==> config.mk <==
export PLATFORM = sky130hd
export DESIGN_NAME = alarm_compare_timer_top
export DESIGN_NICKNAME = d
export VERILOG_FILES = /design/src/act_pkg.sv /design/src/act_core.sv /design/src/act_out_reg.sv /design/src/alarm_compare_timer_top.sv
export VERILOG_INCLUDE_DIRS = /design/src /design/src/src
export SDC_FILE = /design/constraint.sdc
export NUM_CORES = 1
export LEC_CHECK = 0
export CAP_MARGIN = 20
export CORE_ASPECT_RATIO = 0.5
export CORE_UTILIZATION = 50
export CTS_CLUSTER_DIAMETER = 60
export DETAILED_ROUTE_END_ITERATION = 7
export DONT_BUFFER_PORTS = 1
export GPL_ROUTABILITY_DRIVEN = 0
export PLACE_DENSITY_LB_ADDON = 0.08
export SLEW_MARGIN = 30
export SYNTH_ARGS = -nofsm -noshare
export SYNTH_HDL_FRONTEND = slang
export SYNTH_SLANG_ARGS = --single-unit
==> constraint.sdc <==
create_clock -name clk -period 5.9 [get_ports clk]
set_input_delay 0.885 -clock clk [delete_from_list [all_inputs] [get_ports clk]]
set_output_delay 0.885 -clock clk [all_outputs]
set_load 0.005 [all_outputs]
==> src/alarm_compare_timer_top_assert.svh <==
// Assertion macros used by the alarm compare timer RTL.
`ifndef ALARM_COMPARE_TIMER_TOP_ASSERT_SVH
`define ALARM_COMPARE_TIMER_TOP_ASSERT_SVH

// The consequent must hold in the same cycle as the antecedent.
`define ACT_ASSERT_SAME(lbl, clk_s, rst_s, ante, cons, msg) \
    lbl: assert property (@(posedge clk_s) disable iff (!rst_s) (ante) |-> (cons)) \
        else $error(msg);

// The consequent must hold in the cycle after the antecedent.
`define ACT_ASSERT_NEXT(lbl, clk_s, rst_s, ante, cons, msg) \
    lbl: assert property (@(posedge clk_s) disable iff (!rst_s) (ante) |=> (cons)) \
        else $error(msg);

`endif

==> src/act_pkg.sv <==
// Types and constants shared by the alarm compare timer modules.
`default_nettype none

package act_pkg;

    localparam int unsigned TimeWidth = 64;
    localparam int unsigned WordWidth = 32;
    localparam int unsigned StepWidth = 20;
    localparam int unsigned OfsWidth  = 12;

    typedef enum logic [1:0] {
        OP_TICK  = 2'd0,
        OP_READ  = 2'd1,
        OP_WRITE = 2'd2
    } op_t;

    localparam logic [OfsWidth-1:0] OFS_TIME_LOW   = 12'h000;
    localparam logic [OfsWidth-1:0] OFS_TIME_HIGH  = 12'h004;
    localparam logic [OfsWidth-1:0] OFS_ALARM_LOW  = 12'h008;
    localparam logic [OfsWidth-1:0] OFS_ALARM_HIGH = 12'h00c;
    localparam logic [OfsWidth-1:0] OFS_CLEAR_IRQ  = 12'h010;
    localparam logic [OfsWidth-1:0] OFS_CLEAR_ALM  = 12'h014;

    localparam logic [StepWidth-1:0] STEP_RESET = 20'd1;

    typedef struct packed {
        logic [1:0]           operation;
        logic [OfsWidth-1:0]  offset;
        logic [WordWidth-1:0] write_data;
    } item_t;

    typedef struct packed {
        logic [WordWidth-1:0] read_data;
        logic                 irq_level;
        logic                 bad_access;
    } result_t;

endpackage

`default_nettype wire

==> src/act_core.sv <==
// Timer state and the combinational execution logic for one bus or tick transaction.
`default_nettype none

module act_core (
    input  wire logic                            clk,
    input  wire logic                            rst_n,
    input  wire logic                            cfg_we,
    input  wire logic [act_pkg::StepWidth-1:0]   cfg_data,
    input  wire logic                            fire,
    input  wire act_pkg::item_t                  item,
    output act_pkg::result_t                     result
);
    import act_pkg::*;

    logic [StepWidth-1:0] step_reg;
    logic [TimeWidth-1:0] time_count_reg, time_count_next;
    logic [TimeWidth-1:0] time_latch_reg, time_latch_next;
    logic [WordWidth-1:0] alarm_high_reg, alarm_high_next;
    logic [TimeWidth-1:0] deadline_reg, deadline_next;
    logic                 armed_reg, armed_next;
    logic                 irq_reg, irq_next;

    logic [TimeWidth-1:0] time_sum;
    logic [TimeWidth-1:0] alarm_value;
    logic [WordWidth-1:0] rdata;
    logic                 bad;

    assign time_sum    = time_count_reg + {{(TimeWidth-StepWidth){1'b0}}, step_reg};
    assign alarm_value = {alarm_high_reg, item.write_data};

    always_comb
    begin
        time_count_next = time_count_reg;
        time_latch_next = time_latch_reg;
        alarm_high_next = alarm_high_reg;
        deadline_next   = deadline_reg;
        armed_next      = armed_reg;
        irq_next        = irq_reg;
        rdata           = '0;
        bad             = 1'b0;
        case (op_t'(item.operation))
            OP_TICK:
            begin
                time_count_next = time_sum;
                if (armed_reg && ($signed(deadline_reg) <= $signed(time_sum)))
                begin
                    armed_next = 1'b0;
                    irq_next   = 1'b1;
                end
            end
            OP_READ:
            begin
                case (item.offset)
                    OFS_TIME_LOW:
                    begin
                        time_latch_next = time_count_reg;
                        rdata           = time_count_reg[WordWidth-1:0];
                    end
                    OFS_TIME_HIGH: rdata = time_latch_reg[TimeWidth-1:WordWidth];
                    default:       bad   = 1'b1;
                endcase
            end
            OP_WRITE:
            begin
                case (item.offset)
                    OFS_ALARM_LOW:
                    begin
                        // An alarm already due fires at once and leaves any armed deadline alone.
                        if ($signed(alarm_value) <= $signed(time_count_reg))
                        begin
                            irq_next = 1'b1;
                        end
                        else
                        begin
                            deadline_next = alarm_value;
                            armed_next    = 1'b1;
                        end
                    end
                    OFS_ALARM_HIGH: alarm_high_next = item.write_data;
                    OFS_CLEAR_ALM:
                    begin
                        armed_next = 1'b0;
                        irq_next   = 1'b0;
                    end
                    OFS_CLEAR_IRQ:  irq_next = 1'b0;
                    default:        bad      = 1'b1;
                endcase
            end
            default: bad = 1'b1;
        endcase
    end

    assign result.read_data  = rdata;
    assign result.irq_level  = irq_next;
    assign result.bad_access = bad;

    always_ff @(posedge clk or negedge rst_n)
    begin
        if (!rst_n)
        begin
            step_reg       <= STEP_RESET;
            time_count_reg <= '0;
            time_latch_reg <= '0;
            alarm_high_reg <= '0;
            deadline_reg   <= '0;
            armed_reg      <= 1'b0;
            irq_reg        <= 1'b0;
        end
        else
        begin
            if (cfg_we)
            begin
                step_reg <= cfg_data;
            end
            if (fire)
            begin
                time_count_reg <= time_count_next;
                time_latch_reg <= time_latch_next;
                alarm_high_reg <= alarm_high_next;
                deadline_reg   <= deadline_next;
                armed_reg      <= armed_next;
                irq_reg        <= irq_next;
            end
        end
    end

    `include "alarm_compare_timer_top_assert.svh"

    `ACT_ASSERT_NEXT(a_time_only_on_tick, clk, rst_n,
        !(fire && (item.operation == OP_TICK)), $stable(time_count_reg),
        "time counter moved without a tick transaction")
    `ACT_ASSERT_NEXT(a_irq_holds_when_idle, clk, rst_n, !fire, $stable(irq_reg),
        "interrupt changed without a transaction")
    `ACT_ASSERT_NEXT(a_clear_alarm, clk, rst_n,
        fire && (item.operation == OP_WRITE) && (item.offset == OFS_CLEAR_ALM),
        !armed_reg && !irq_reg, "clear alarm left the alarm armed or the interrupt high")
    `ACT_ASSERT_SAME(a_bad_reads_zero, clk, rst_n, fire && result.bad_access,
        result.read_data == '0, "rejected access returned non-zero read data")

endmodule

`default_nettype wire

==> src/act_out_reg.sv <==
// Result register that holds one finished transaction until the receiver takes it.
`default_nettype none

module act_out_reg (
    input  wire logic              clk,
    input  wire logic              rst_n,
    input  wire logic              load,
    input  wire act_pkg::result_t  d,
    input  wire logic              out_stall,
    output logic                   out_valid,
    output act_pkg::result_t       q,
    output logic                   can_load
);
    import act_pkg::*;

    logic    valid_reg;
    result_t data_reg;

    // A new result may enter when the register is empty or its contents leave this cycle.
    assign can_load = !valid_reg || !out_stall;

    always_ff @(posedge clk or negedge rst_n)
    begin
        if (!rst_n)
        begin
            valid_reg <= 1'b0;
        end
        else if (can_load)
        begin
            valid_reg <= load;
        end
    end

    always_ff @(posedge clk)
    begin
        if (load && can_load)
        begin
            data_reg <= d;
        end
    end

    assign out_valid = valid_reg;
    assign q         = data_reg;

endmodule

`default_nettype wire

==> src/alarm_compare_timer_top.sv <==
// Top level of the 64-bit nanosecond timer with one compare alarm.
//
// Usage: every transaction on the input channel (in_valid, in_stall, operation, offset,
// write_data) is a tick, a register read or a register write, and produces exactly one
// result transaction on the output channel (out_valid, out_stall, read_data, irq_level,
// bad_access), in order. The step per tick is written over cfg_valid/cfg_ready/cfg_data,
// which is always ready; write it only while no transaction is in flight.
// Pipeline: an accepted transaction waits in the input register, is executed as it moves
// into the result register, and its result is offered from there until it is taken.
// Throughput: one transaction per cycle while out_stall is low; the 64-bit add and signed
// compare are combinational between the input register and the result register.
// Stalls: the result register holds its transaction while out_stall is high; the input
// register then still accepts one more transaction, if it is empty, before in_stall rises.
// Reset: rst_n clears the counter, latch, alarm, deadline, armed and interrupt state,
// sets the step to 1 ns and empties both registers.
`default_nettype none

module alarm_compare_timer_top (
    input  wire logic                          clk,
    input  wire logic                          rst_n,
    input  wire logic                          cfg_valid,
    output logic                               cfg_ready,
    input  wire logic [act_pkg::StepWidth-1:0] cfg_data,
    input  wire logic                          in_valid,
    output logic                               in_stall,
    input  wire logic [1:0]                    operation,
    input  wire logic [act_pkg::OfsWidth-1:0]  offset,
    input  wire logic [act_pkg::WordWidth-1:0] write_data,
    output logic                               out_valid,
    input  wire logic                          out_stall,
    output logic [act_pkg::WordWidth-1:0]      read_data,
    output logic                               irq_level,
    output logic                               bad_access
);
    import act_pkg::*;

    logic    in_valid_reg;
    item_t   item_reg;
    logic    can_load;
    logic    fire;
    result_t core_result;
    result_t out_result;

    assign cfg_ready = 1'b1;

    // The held transaction executes as it moves into the result register.
    assign fire     = in_valid_reg && can_load;
    assign in_stall = in_valid_reg && !can_load;

    always_ff @(posedge clk or negedge rst_n)
    begin
        if (!rst_n)
        begin
            in_valid_reg <= 1'b0;
        end
        else if (!in_stall)
        begin
            in_valid_reg <= in_valid;
        end
    end

    always_ff @(posedge clk)
    begin
        if (in_valid && !in_stall)
        begin
            item_reg.operation  <= operation;
            item_reg.offset     <= offset;
            item_reg.write_data <= write_data;
        end
    end

    act_core u_core (
        .clk      (clk),
        .rst_n    (rst_n),
        .cfg_we   (cfg_valid && cfg_ready),
        .cfg_data (cfg_data),
        .fire     (fire),
        .item     (item_reg),
        .result   (core_result)
    );

    act_out_reg u_out (
        .clk       (clk),
        .rst_n     (rst_n),
        .load      (fire),
        .d         (core_result),
        .out_stall (out_stall),
        .out_valid (out_valid),
        .q         (out_result),
        .can_load  (can_load)
    );

    assign read_data  = out_result.read_data;
    assign irq_level  = out_result.irq_level;
    assign bad_access = out_result.bad_access;

endmodule

`default_nettype wire
# Word-level counts from Yosys, hierarchy flattened
# Cells that the tools add are included.
# Widths: inputs -> output; s select.
[word_totals]
inputBits = 71
word_cells = 62
out_inout_bits = 37
register_bits = 328
[op_classes]
muxes = 12
n_reduce_logical = 21
n_lt_le_gt_ge = 2
n_eq_ne = 10
addsub = 1
bitwise_logic = 1
[op_table]
columns = ["cell", "n"]
rows = [
  ["$le 64x64->1", 2],
  ["$add 64x20->64", 1],
  ["$pmux 32 s2", 1],
  ["$eq 12x4->1 const B", 2],
  ["$eq 12x5->1 const B", 2],
  ["$eq 12x3->1 const B", 1],
  ["$logic_not 12->1", 1],
  ["$pmux 1 s2", 4],
  ["$mux 1", 6],
  ["$reduce_and 3->1", 2],
  ["$logic_and 1x1->1", 5],
  ["$reduce_and 5->1", 1],
  ["$logic_not 1->1", 4],
  ["$reduce_and 4->1", 1],
  ["$reduce_or 2->1", 2],
  ["$reduce_or 4->1", 1],
  ["$ne 3x2->1 const B", 1],
  ["$ne 3x3->1 const B", 1],
  ["$pmux 1 s3", 1],
  ["$eq 2x1->1 const B", 1],
  ["$eq 2x2->1 const B", 1],
  ["$logic_not 2->1", 1],
  ["$ne 2x1->1 const B", 1],
  ["$reduce_and 2->1", 1],
  ["other kinds (3)", 3],
]

# Longest topological paths before layout
# Gate-level depths: netlist of the first run.
[depth]
word_depth = 6
depth_mapped = 21
ltp_nobuf = 20

# Cells and area by module
# A second synthesis of the first run with hierarchy kept.
[unflattened]
cells_unflattened = 1520
area_unflattened_um2 = 16530.9
[modules_own_cells]
columns = ["module", "area_per_inst_um2", "n_inst", "seq_area_each_um2", "cells_per_inst"]
rows = [
  ["act_core", 14005.9, 1, 5356.4, 1428],
  ["alarm_compare_timer_top", 1456.4, 1, 1406.3, 54],
  ["act_out_reg", 1068.5, 1, 1046.0, 38],
]

# Least setup slack after synthesis of the first run
# No wires, ideal clock.
[synth_timing]
kind = "register to register"
startpoint = "register u_core.step_reg[0]"
endpoint = "register u_out.data_reg, in the netlist u_out.q[1] (data pin)"
path_buffers = 1
t_required_ps = 5705
setup_time_ps = 195
slack_ps = 1089
stages_incl_launch_ff = 22
period_less_slack_ps = 4811
arrival_ps = 4616
cell_sequence = "dfstp_2 ha_1 inv_1 fa_1 nor2b_1 o21a_1 o21a_1 o211ai_1 a311oi_1 o21ai_1 clkbuf_1 nor3_1 xnor2_1 ha_1 nand2_1 o21ai_0 a221oi_1 o221ai_1 a211o_1 o221a_2 o21a_1 o311ai_0"
[synth_via]
elab_chain_len = 5
[synth_rtl]
columns = ["element", "line", "text"]
rows = [
  ["from (decl)", "act_core.sv:15", "logic [StepWidth-1:0] step_reg;"],
  ["from (signal assigned)", "act_core.sv:113", "step_reg <= cfg_data;"],
  ["$add 64x20->64", "act_core.sv:28", "assign time_sum = time_count_reg + {{(TimeWidth-StepWidth){1'b0}}, step_reg};"],
  ["$le 64x64->1", "act_core.sv:45", "if (armed_reg && ($signed(deadline_reg) <= $signed(time_sum)))"],
  ["$logic_and 1x1->1", "act_core.sv:45", ""],
  ["$mux 1", "act_core.sv:45", ""],
  ["$pmux 1 s2", "act_core.sv:41", "case (op_t'(item.operation))"],
  ["via u_core.irq_next", "act_core.sv:21", "logic irq_reg, irq_next;"],
  ["to (signal assigned)", "act_out_reg.sv:38", "data_reg <= d;"],
  ["to (decl)", "act_out_reg.sv:17", "result_t data_reg;"],
]
# The timed path passes the listed nets, and every way through them passes these cells.
# A chain may end at the register's enable or synchronous reset.

# Final worst setup path of the first run
# Ends and elaborated chain as after synthesis.

==> out/metrics.yaml, run 1 <==
r2r_start: "u_core.step_reg[0]$_DFFE_PN1P_"
r2r-end: "u_out.q[1]$_DFFE_PP_"
ys_top_cells_by_area: "dfrtp_1 (34%), edfxtp_1 (15%), ha_1 (12%)"
rsz0062_at_grt: "false"
synth-seq-cells: 296
endpoint_kind: "flip-flop"
yosys.area.top_type_share_pct: 33.7
antenna_left: 0
synth-async-reset-ratio_pct: 73.0
viasPerCell: 5.86
totalWireLength_um: 40800
critical_path.max_fanout: 14
tightest_slew_ns: 0.981
report.final.slew_viol_count: 0
clkSinkCount: 296
yosysSeqAreaShare_pct: 48.9
syn_area_sq_mm: 0.0160
syn-mean-instance-area_sq_um: 11.1
nFillCells: 2687
antenna_cells: 0
clk_latency_ns: 0.57
numCtsBuffers: 28
status: "finished clean"
synth_area_leader_cell: "dfrtp_1"
floorplan.initialDensity_pct: 51.8
criticalPathCategory: "flip-flop to flip-flop"
rows: 45
post-route-util_pct: 56.4
clock_skew_ns: 0.0105
finalHoldWorstSlack_ns: 0.0322
hold_viol: 0
clk_path_buf_depth: 3
ys.flop_type: "dfrtp_1"
final.min_clock_period_ns: 5.36
critPathSlowestCell: "dfstp_2"
powerDensity_mw_per_mm2: 335
ff2ff_path_depth: 21
drv_cap: 0
die_area_sq_mm: 0.0327
holdCritPathClass: "input pin to async pin"
io_pins: 108
final_nets: 1658
cts_tree: "done"
finalCritPeriodShare_pct: 90.8
path_cells: "ha_1, inv_1, fa_1, nor2b_1, o21a_1, o21a_1, o211ai_1, a311oi_1, buf_4, o21ai_4, nor2_1, xnor2_1, ha_1, a21oi_1, nand2_1, a221oi_1, o221ai_1, a211o_1, o221a_2, o21a_1, o311ai_0"
area_growth_pct: 8.84
grt_pass1_vias: 11000
die_h_um: 128
ff2ff_setup_slack_ns: 0.54
antenna_found_initial: 1
final_common_cell: "dfrtp_1"
ys_types: 67
critical_path_arrival_ns: 5.71
max_freq_mhz: 187
required_ns: 6.26
drtPass1Iterations: 5
worst_path_largest_cell_delay_ns: 0.54
htree_levels: 1
grt_start_max_net_pins: 212
dp.cells: 1830
slew_headroom_pct: 34.6
instances_no_fill: 1882
crit_path_frequent_cell: "o21a_1"
post_cts_buffers: 0
drt_iter0_drc: 814
die_w_um: 255
vdd_drop_max_uv: 225
hpwlAfterDp_um: 29400
netlist_instances: 1437
root_buffer: "clkbuf_16"
grt_pass1_wl_um: 64100
wl_per_cell_um: 21.7
drive_gt1_share_pct: 9.32
cts.clk_slew.worst_paths_ns: 0.07
core_sq_mm: 0.0309
tns_ns: 0
port_buffers: 0
vias: 11000
grtUsageTotal_pct: 26.0
setup_viol: 0
cp-start-kind: "flip-flop"
p_leak_nw: 7.89
synth_edf_count: 80
synth_nets: 1657
synth_warnings: 0
drc: 0
overflow: 0
layout_common_cells: "dfrtp_1 (215), ha_1 (148), nand2_1 (127)"
==> power by group <==
| part | total (W) | switching, W | internal, W |
|---|---|---|---|
| logic | 0.00153 | 0.000934 | 0.000595 |
| registers | 0.00245 | 0.000190 | 0.00226 |
| clock network | 0.00184 | 0.000793 | 0.00105 |
==> worst max-delay path: cells and delay by family (launching register included) <==
family	cells	cell delay (ns)
fa+ha+maj	3	0.83
flops	1	0.54
simple gates	3	0.41
xor+xnor	1	0.14
buf+inv	2	0.27
compound gates	12	2.94
==> through the flow <==
step / instance area [sq um] / power (W) / setup slack, ns
global route: 17400 / 0.00614 / 0.166
global placement: 16400 / 0.00393 / 0.627
floorplan: 16000 / 0.00351 / 1.09
detailed placement: 16400 / 0.00398 / 0.425
finish: 17400 / 0.00582 / 0.545
CTS: 17400 / 0.00584 / 0.397
==> synth_stat cells (5+ instances only) <==
master    count
or3_1         5
mux2_1       55
and4_1        6
a221oi_1      5
nor2_1       81
xnor2_1      95
mux2_2       59
buf_4         8
a211oi_1     11
dfrtp_1     215
nand3_1      40
nor3_1       37
nand4_1      39
a21o_1       13
a21boi_0      5
o21a_1        6
and3_1        8
nor4_2        5
nand2_1     127
xor2_1        9
mux2i_1      34
ha_1        148
inv_1        83
o21ai_0      75
nor4_1       12
clkbuf_1     31
a21oi_1      66
nor2b_1       6
edfxtp_1     80
nand2b_1      5
o21bai_1      7
==> per-layer routing <==
metal,wire (um),track usage [%],up-vias
met2,17300,38.3,292
met1,20300,39.5,5496
li1,-,-,5165
met3,2400,4.88,66
met5,10,0,-
met4,851,5.88,2
==> final cells by class <==
| class | instances | area (sq um) | share of cell area (%) |
|---|---|---|---|
| clock buffers | 36 | 772 | 4.44 |
| inverters | 84 | 315 | 1.81 |
| multi-input cells | 1012 | 7680 | 44.2 |
| repair buffers | 16 | 135 | 0.777 |
| clock inverters | 15 | 148 | 0.849 |
| well taps | 423 | 529 | 3.04 |
| flip-flops and latches | 296 | 7810 | 44.9 |
==> cell families (layout without fill, tap and decap cells) <==
logic type               Yosys count  in the layout  share of synthesized area (%)
multiplexers                     148            148                           10.2
AO/OA/AOI/OAI                    221            221                           8.41
flip-flops                       296            296                           48.9
buffers and inverters            129            151                           3.24
AND/OR/NAND/NOR                  389            389                           11.9
other                              1              1                         0.0235
XOR/XNOR                         104            104                           5.70
adder cells (fa/ha/maj)          149            149                           11.7
==> how the worst max path moves through the flow <==
| stage | startpoint | endpoint | slack, ns | depth (start not counted) |
|---|---|---|---|---|
| 2_1_floorplan | u_core.step_reg[0]$_DFFE_PN1P_ | u_out.q[1]$_DFFE_PP_ | 1.09 | 21 |
| 3_3_place_gp | u_core.time_count_reg[0]$_DFFE_PN0P_ | u_out.q[1]$_DFFE_PP_ | 0.63 | 21 |
| 3_5_place_dp | u_core.time_count_reg[8]$_DFFE_PN0P_ | u_out.q[1]$_DFFE_PP_ | 0.43 | 18 |
| 4_1_cts | u_core.time_count_reg[0]$_DFFE_PN0P_ | u_out.q[1]$_DFFE_PP_ | 0.40 | 21 |
| 5_1_grt | u_core.step_reg[0]$_DFFE_PN1P_ | u_out.q[1]$_DFFE_PP_ | 0.17 | 22 |
| 6_report | u_core.step_reg[0]$_DFFE_PN1P_ | u_out.q[1]$_DFFE_PP_ | 0.54 | 21 |
==> timing repair <==
action,CTS,global route
endpoints found under the hold margin,6,0
gates resized for setup,0,1
hold buffers,1,0
endpoints found under the setup margin,0,1
(Power assumes the default switching activity.)
==> run 2, diff against run 1 <==
CTS_BUF_LIST = sky130_fd_sc_hd__clkbuf_8   (was unset)
clock period = 4.65 ns   (was 5.9 ns; I/O delays follow)
==> run 2 against run 1 <==
Effect of this change:
- the run now ends with negative hold slack, negative setup slack left
- total power rose by 35%
- first-iteration DRC count shrank 6.5%
- clock-buffer cell count is 19 higher
- combinational power up 76%
- flip-flop and latch count did not move
- clock power grew 17%
- critical endpoint is now u_core.irq_reg$_DFFE_PN0P_
==> out/metrics.yaml, run 2 (synthesis results as in run 1) <==
finalCritPeriodShare_pct: 105  # +14 points
drc: 0  # unchanged
dp_slack_ns: -0.546  # -0.971 ns
report.final.slew_viol_count: 0  # unchanged
ff2ff_setup_slack_ns: -0.23  # -0.77 ns
drv_cap: 0  # unchanged
startpoint: "u_core.step_reg[0]$_DFFE_PN1P_"
die_h_um: 128  # unchanged
grt_pass1_vias: 11800  # +6.8%
r2r_start: "u_core.step_reg[0]$_DFFE_PN1P_"
vias: 11600  # +5.4%
endpoint_kind: "flip-flop"
wl_met3_um: 2510  # +4.5%
numCtsBuffers: 44  # +57%
wirelength_met1_um: 20800  # +2.5%
clock_skew_ns: 0.0244  # +0.0139 ns
holdCritPathClass: "input pin to async pin"
setup_viol: 3  # +3
grt_pass1_wl_um: 67100  # +4.7%
r2r-end: "u_core.irq_reg$_DFFE_PN0P_"
met2_length_um: 18500  # +6.7%
clk_path_buf_depth: 3  # unchanged
overflow: 0  # unchanged
grt_start_max_net_pins: 217  # +2.4%
dp.cells: 1945  # +6.3%
die_area_sq_mm: 0.0327  # unchanged
antenna_left: 0  # unchanged
io_pins: 108  # unchanged
critical_path.max_fanout: 5  # -9
drive_gt1_share_pct: 19.4  # +10 points
die_w_um: 255  # unchanged
violations: "negative hold slack, negative setup slack"
antenna_found_initial: 1  # unchanged
fin_ws_ns: -0.227  # -0.772 ns
instances_no_fill: 2043  # +8.6%
cts_tree: "done"
ff2ff_path_depth: 22  # +4.8%
totalWireLength_um: 42600  # +4.4%
p_leak_nw: 8.67  # +9.9%
layout_common_cells: "dfrtp_1 (215), ha_1 (147), buf_4 (139)"
cts.clk_slew.worst_paths_ns: 0.07  # about the same
finalHoldWorstSlack_ns: -0.190  # -0.222 ns
hold_viol: 215  # +215
rsz0062_at_grt: "true"
final.min_clock_period_ns: 4.88  # -0.478 ns
max_freq_mhz: 205  # +9.8%
endpoint: "u_core.irq_reg$_DFFE_PN0P_"
drt_iter0_drc: 761  # -6.5%
criticalPathCategory: "flip-flop to flip-flop"
placed_area_sq_mm: 0.0173  # +5.4%
clkSinkCount: 296  # unchanged
powerDensity_mw_per_mm2: 424  # +27%
root_buffer: "clkbuf_8"
critical_path_arrival_ns: 5.33  # -0.38 ns
grtUsageTotal_pct: 27.0  # +1.0 points
clk_latency_ns: 0.58  # about the same
drtPass1Iterations: 6  # +1
wl_per_cell_um: 20.9  # -3.8%
final_common_cell: "dfrtp_1"
tightest_slew_ns: 0.994  # +0.0133 ns
htree_levels: 2  # +1
area_growth_pct: 16.3
vdd_drop_max_uv: 278  # +24%
slew_headroom_pct: 33.4  # -1.2 points
status: "finished, violations left"
highest_layer: "met4"
required_ns: 5.10  # -1.16 ns
port_buffers: 0  # unchanged
antenna_cells: 0  # unchanged
viasPerCell: 5.69  # -2.9%
hpwlAfterDp_um: 30900  # +4.9%
post-route-cell-area_sq_mm: 0.0186  # +6.9%
cp-start-kind: "flip-flop"
rows: 45  # unchanged
post-route-util_pct: 60.2  # +3.9 points
floorplan.initialDensity_pct: 51.8  # unchanged
final_nets: 1808  # +9.0%
core_sq_mm: 0.0309  # unchanged
run 2: cell count changes in the layout (fill, tap and decap cells not counted), moves of 5 or more:
cell / previous run / this run
buf_4: 14 / 139
buf_6: 0 / 6
clkbuf_1: 5 / 0
clkbuf_16: 29 / 0
clkbuf_8: 2 / 55
clkinv_2: 6 / 1
inv_1: 82 / 99
nor3_1: 37 / 29
nor3_2: 3 / 8
run 2: layout make-up:
type / instances / area, sq um
multi-input cells: 1013 / 7890
clock inverters: 23 / 114
fillers: 2622 / 12300
well taps: 423 / 529
flip-flops and latches: 296 / 7810
repair buffers: 149 / 1180
clock buffers: 55 / 757
inverters: 84 / 315
run 2: per-stage QoR:
step / power (W) / TNS [ns]
global route: 0.00833 / -1.13
CTS: 0.00785 / -0.779
global placement: 0.00552 / -0.936
finish: 0.00787 / -0.526
floorplan: 0.00446 / 0
detailed placement: 0.00559 / -1.42
run 2: worst max-delay path, stage by stage, from the launching register on:
cell and delay (ns):
dfstp_2 0.56, ha_4 0.15, inv_2 0.03, fa_2 0.35, nor2b_2 0.12, o21a_1 0.15
o21a_1 0.15, o211ai_1 0.13, a311oi_2 0.25, buf_6 0.19, o21ai_4 0.11, buf_6 0.19
nor3_2 0.22, xnor2_1 0.11, ha_1 0.27, nand4_1 0.12, or4_4 0.60, o221ai_2 0.20
a211o_1 0.19, o221a_4 0.21, buf_6 0.10, o21ai_2 0.05, a211o_1 0.29
run 2: how the worst min path moves through the flow:
| stage | start | to | slack [ns] | depth (start not counted) |
|---|---|---|---|---|
| after CTS | rst_n | u_core.deadline_reg[25]$_DFFE_PN0P_ | -0.22 | 0 |
| after global routing | rst_n | u_core.deadline_reg[25]$_DFFE_PN0P_ | -0.23 | 0 |
| after detailed placement | rst_n | u_core.time_latch_reg[58]$_DFFE_PN0P_ | 0.42 | 0 |
| after global placement | rst_n | u_core.time_latch_reg[59]$_DFFE_PN0P_ | 0.42 | 0 |
| after floorplan | rst_n | in_valid_reg$_DFFE_PN0N_ | 0.40 | 0 |
| final | rst_n | u_core.deadline_reg[25]$_DFFE_PN0P_ | -0.19 | 0 |
run 2: power by group:
group,switching (W),internal [W]
sequential,0.000159,0.00287
combinational,0.00146,0.00124
clock,0.00103,0.00111
run 2: timing repair:
action                     4_1_cts  5_1_grt
hold endpoints to repair       215      215
setup endpoints to repair        3        3
pin swaps                       24       21
resized for setup               33       15
cloned                           2        0
buffers inserted                16        2
run 2: per-layer routing:
metal / GRT usage [%] / up-vias
li1: - / 5471
met1: 39.9 / 5746
met2: 41.0 / 339
met3: 5.02 / 63
met4: 6.66 / 0
met5: 0 / -
==> run 3, diff against run 2 <==
PLACE_DENSITY = 0.68   (was unset)
PLACE_DENSITY_LB_ADDON = unset   (was 0.08)
==> run 3 against run 2 <==
Effect of this change:
- the flow still finishes with violations (negative hold slack, negative setup slack)
- cell count rose by 0.20%
- die area did not move
- first-iteration DRC count rose by 14%
- clock skew rose by 0.0031 ns
- critical endpoint unchanged
- largest cell class unchanged
==> out/metrics.yaml, run 3 (synthesis results as in run 1) <==
status: "finished, violations left"
violations: "negative hold slack, negative setup slack"
p_clk_share_pct: 27.4  # +0.2 points
dp.cells: 1953  # +0.41%
fin_ws_ns: -0.296  # -0.0692 ns
layout_common_cells: "dfrtp_1 (215), ha_1 (145), buf_4 (143)"
cp-start-kind: "flip-flop"
powerDensity_mw_per_mm2: 424  # about the same
grt_start_max_net_pins: 217  # unchanged
setup_viol: 3  # unchanged
tns_ns: -0.724  # -0.198 ns
grt_pass1_wl_um: 65700  # -2.0%
holdCritPathClass: "input pin to async pin"
numCtsBuffers: 44  # unchanged
drive_gt1_share_pct: 20.5  # +1.1 points
finalCritPeriodShare_pct: 106  # +1.5 points
vias: 11800  # +1.5%
antenna_left: 0  # unchanged
htree_levels: 2  # unchanged
ff2ff_setup_slack_ns: -0.30  # -0.07 ns
tightest_slew_ns: 0.725  # -0.269 ns
area_growth_pct: 17.1
switching_share_pct: 33.8  # +0.14 points
ff2ff_path_depth: 22  # unchanged
rows: 45  # unchanged
wl_per_cell_um: 20.3  # -2.8%
grtUsageTotal_pct: 26.2  # -0.73 points
instances_no_fill: 2047  # +0.20%
rsz0062_at_grt: "true"
drtPass1Iterations: 5  # -1
required_ns: 5.10  # about the same
grt_pass1_vias: 12100  # +2.5%
clk_path_buf_depth: 3  # unchanged
cts.clk_slew.worst_paths_ns: 0.07  # about the same
root_buffer: "clkbuf_8"
criticalPathCategory: "flip-flop to flip-flop"
slew_headroom_pct: 51.7  # +18 points
report.final.slew_viol_count: 0  # unchanged
drc: 0  # unchanged
viasPerCell: 5.76  # +1.3%
seqPwrFrac_pct: 38.1  # -0.3 points
max_freq_mhz: 202  # -1.4%
hpwlAfterDp_um: 30100  # -2.5%
critical_path.max_fanout: 5  # unchanged
final_nets: 1810  # +0.11%
final.min_clock_period_ns: 4.95  # +0.0692 ns
totalWireLength_um: 41500  # -2.6%
port_buffers: 0  # unchanged
overflow: 0  # unchanged
hold_viol: 216  # +0.47%
antenna_cells: 0  # unchanged
post-route-util_pct: 60.6  # +0.39 points
p_switching_w: 0.00268  # +1.1%
core_sq_mm: 0.0309  # unchanged
nFillCells: 2470  # -5.8%
final_common_cell: "dfrtp_1"
cts_tree: "done"
die_w_um: 255  # unchanged
clk_latency_ns: 0.58  # about the same
p_comb_share_pct: 34.5  # +0.2 points
antenna_found_initial: 0  # -1
drt_iter0_drc: 867  # +14%
r2r-end: "u_core.irq_reg$_DFFE_PN0P_"
clkSinkCount: 296  # unchanged
finalHoldWorstSlack_ns: -0.178  # +0.0121 ns
io_pins: 108  # unchanged
die_h_um: 128  # unchanged
p_leak_nw: 8.80  # +1.4%
drv_cap: 0  # unchanged
floorplan.initialDensity_pct: 51.8  # unchanged
r2r_start: "u_core.step_reg[0]$_DFFE_PN1P_"
vdd_drop_max_uv: 231  # -17%
endpoint_kind: "flip-flop"
startpoint: "u_core.step_reg[0]$_DFFE_PN1P_"
die_area_sq_mm: 0.0327  # unchanged
clock_skew_ns: 0.0275  # +0.00313 ns
critical_path_arrival_ns: 5.40  # +0.07 ns
p_int_w: 0.00525  # +0.52%
[run 3: cell count changes in the layout (fill, tap and decap cells not counted), moves of 3 or more]
cell,change
a21oi_1,-3
a21oi_2,+3
clkinv_1,-4
buf_4,+4
nor4_2,-4
clkinv_2,+5
nor4_4,+4
[run 3: area by class of cell]
class | instances | area [sq um] | share of cell area [%]
Inverter | 84 | 315 | 1.69
Multi-Input combinational cell | 1013 | 7980 | 42.6
Tap cell | 423 | 529 | 2.83
Sequential cell | 296 | 7810 | 41.7
Timing Repair Buffer | 151 | 1180 | 6.31
Clock buffer | 56 | 771 | 4.12
Clock inverter | 24 | 124 | 0.662
[run 3: timing repair]
action | in CTS | in global routing
gates cloned | 2 | 0
hold endpoints to repair | 216 | 216
buffers inserted | 3 | 9
pin swaps | 11 | 46
gates resized for setup | 31 | 35
endpoints found under the setup margin | 3 | 3
[run 3: per-layer routing]
layer	global-route usage, %	part of all wire, %	vias to the layer above
met3	5.73	7.3	83
met4	8.95	2.8	0
met1	36.8	45	5850
li1	-	-	5481
met5	0	0	-
met2	40.6	45	375
[run 3: per-stage QoR]
step | hold slack [ns] | worst slack (ns) | instance area, sq um | power, W
floorplan | 0.402 | 0.00798 | 16000 | 0.00446
global placement | 0.411 | -0.426 | 17400 | 0.00552
detailed placement | 0.409 | -0.537 | 17400 | 0.00564
CTS | -0.218 | -0.149 | 18400 | 0.00788
global route | -0.216 | -0.477 | 18700 | 0.00837
finish | -0.178 | -0.296 | 18700 | 0.00793
[run 3: worst max-delay path by stage]
stage                                       to  slack, ns  depth (start not counted)
finish              u_core.irq_reg$_DFFE_PN0P_      -0.30                         22
global route        u_core.irq_reg$_DFFE_PN0P_      -0.48                         22
CTS                       u_out.q[1]$_DFFE_PP_      -0.15                         22
detailed placement        u_out.q[1]$_DFFE_PP_      -0.54                         20
global placement          u_out.q[1]$_DFFE_PP_      -0.43                         22
floorplan                 u_out.q[1]$_DFFE_PP_      0.008                         21
[run 3: power by group through the flow]
stage	logic (W)	clock network (W)	registers, W
detailed placement	0.00258	0	0.00306
global route	0.00300	0.00233	0.00304
floorplan	0.00142	0	0.00304
CTS	0.00265	0.00221	0.00302
finish	0.00274	0.00217	0.00302
global placement	0.00247	0	0.00306
[run 3: critical path, stage by stage (launching register included)]
cell      delay [ns]
dfstp_2         0.56
ha_4            0.14
inv_2           0.04
fa_2            0.35
nor2b_1         0.14
o21a_1          0.16
o21a_1          0.15
o211ai_1        0.13
a311oi_2        0.28
buf_4           0.22
o21ai_4         0.12
buf_6           0.19
nor3_2          0.18
xnor2_1         0.11
ha_1            0.31
nand4_1         0.20
or4_4           0.49
o221ai_2        0.20
a211o_1         0.19
o221a_4         0.21
buf_6           0.10
o21ai_2         0.05
a211o_1         0.29
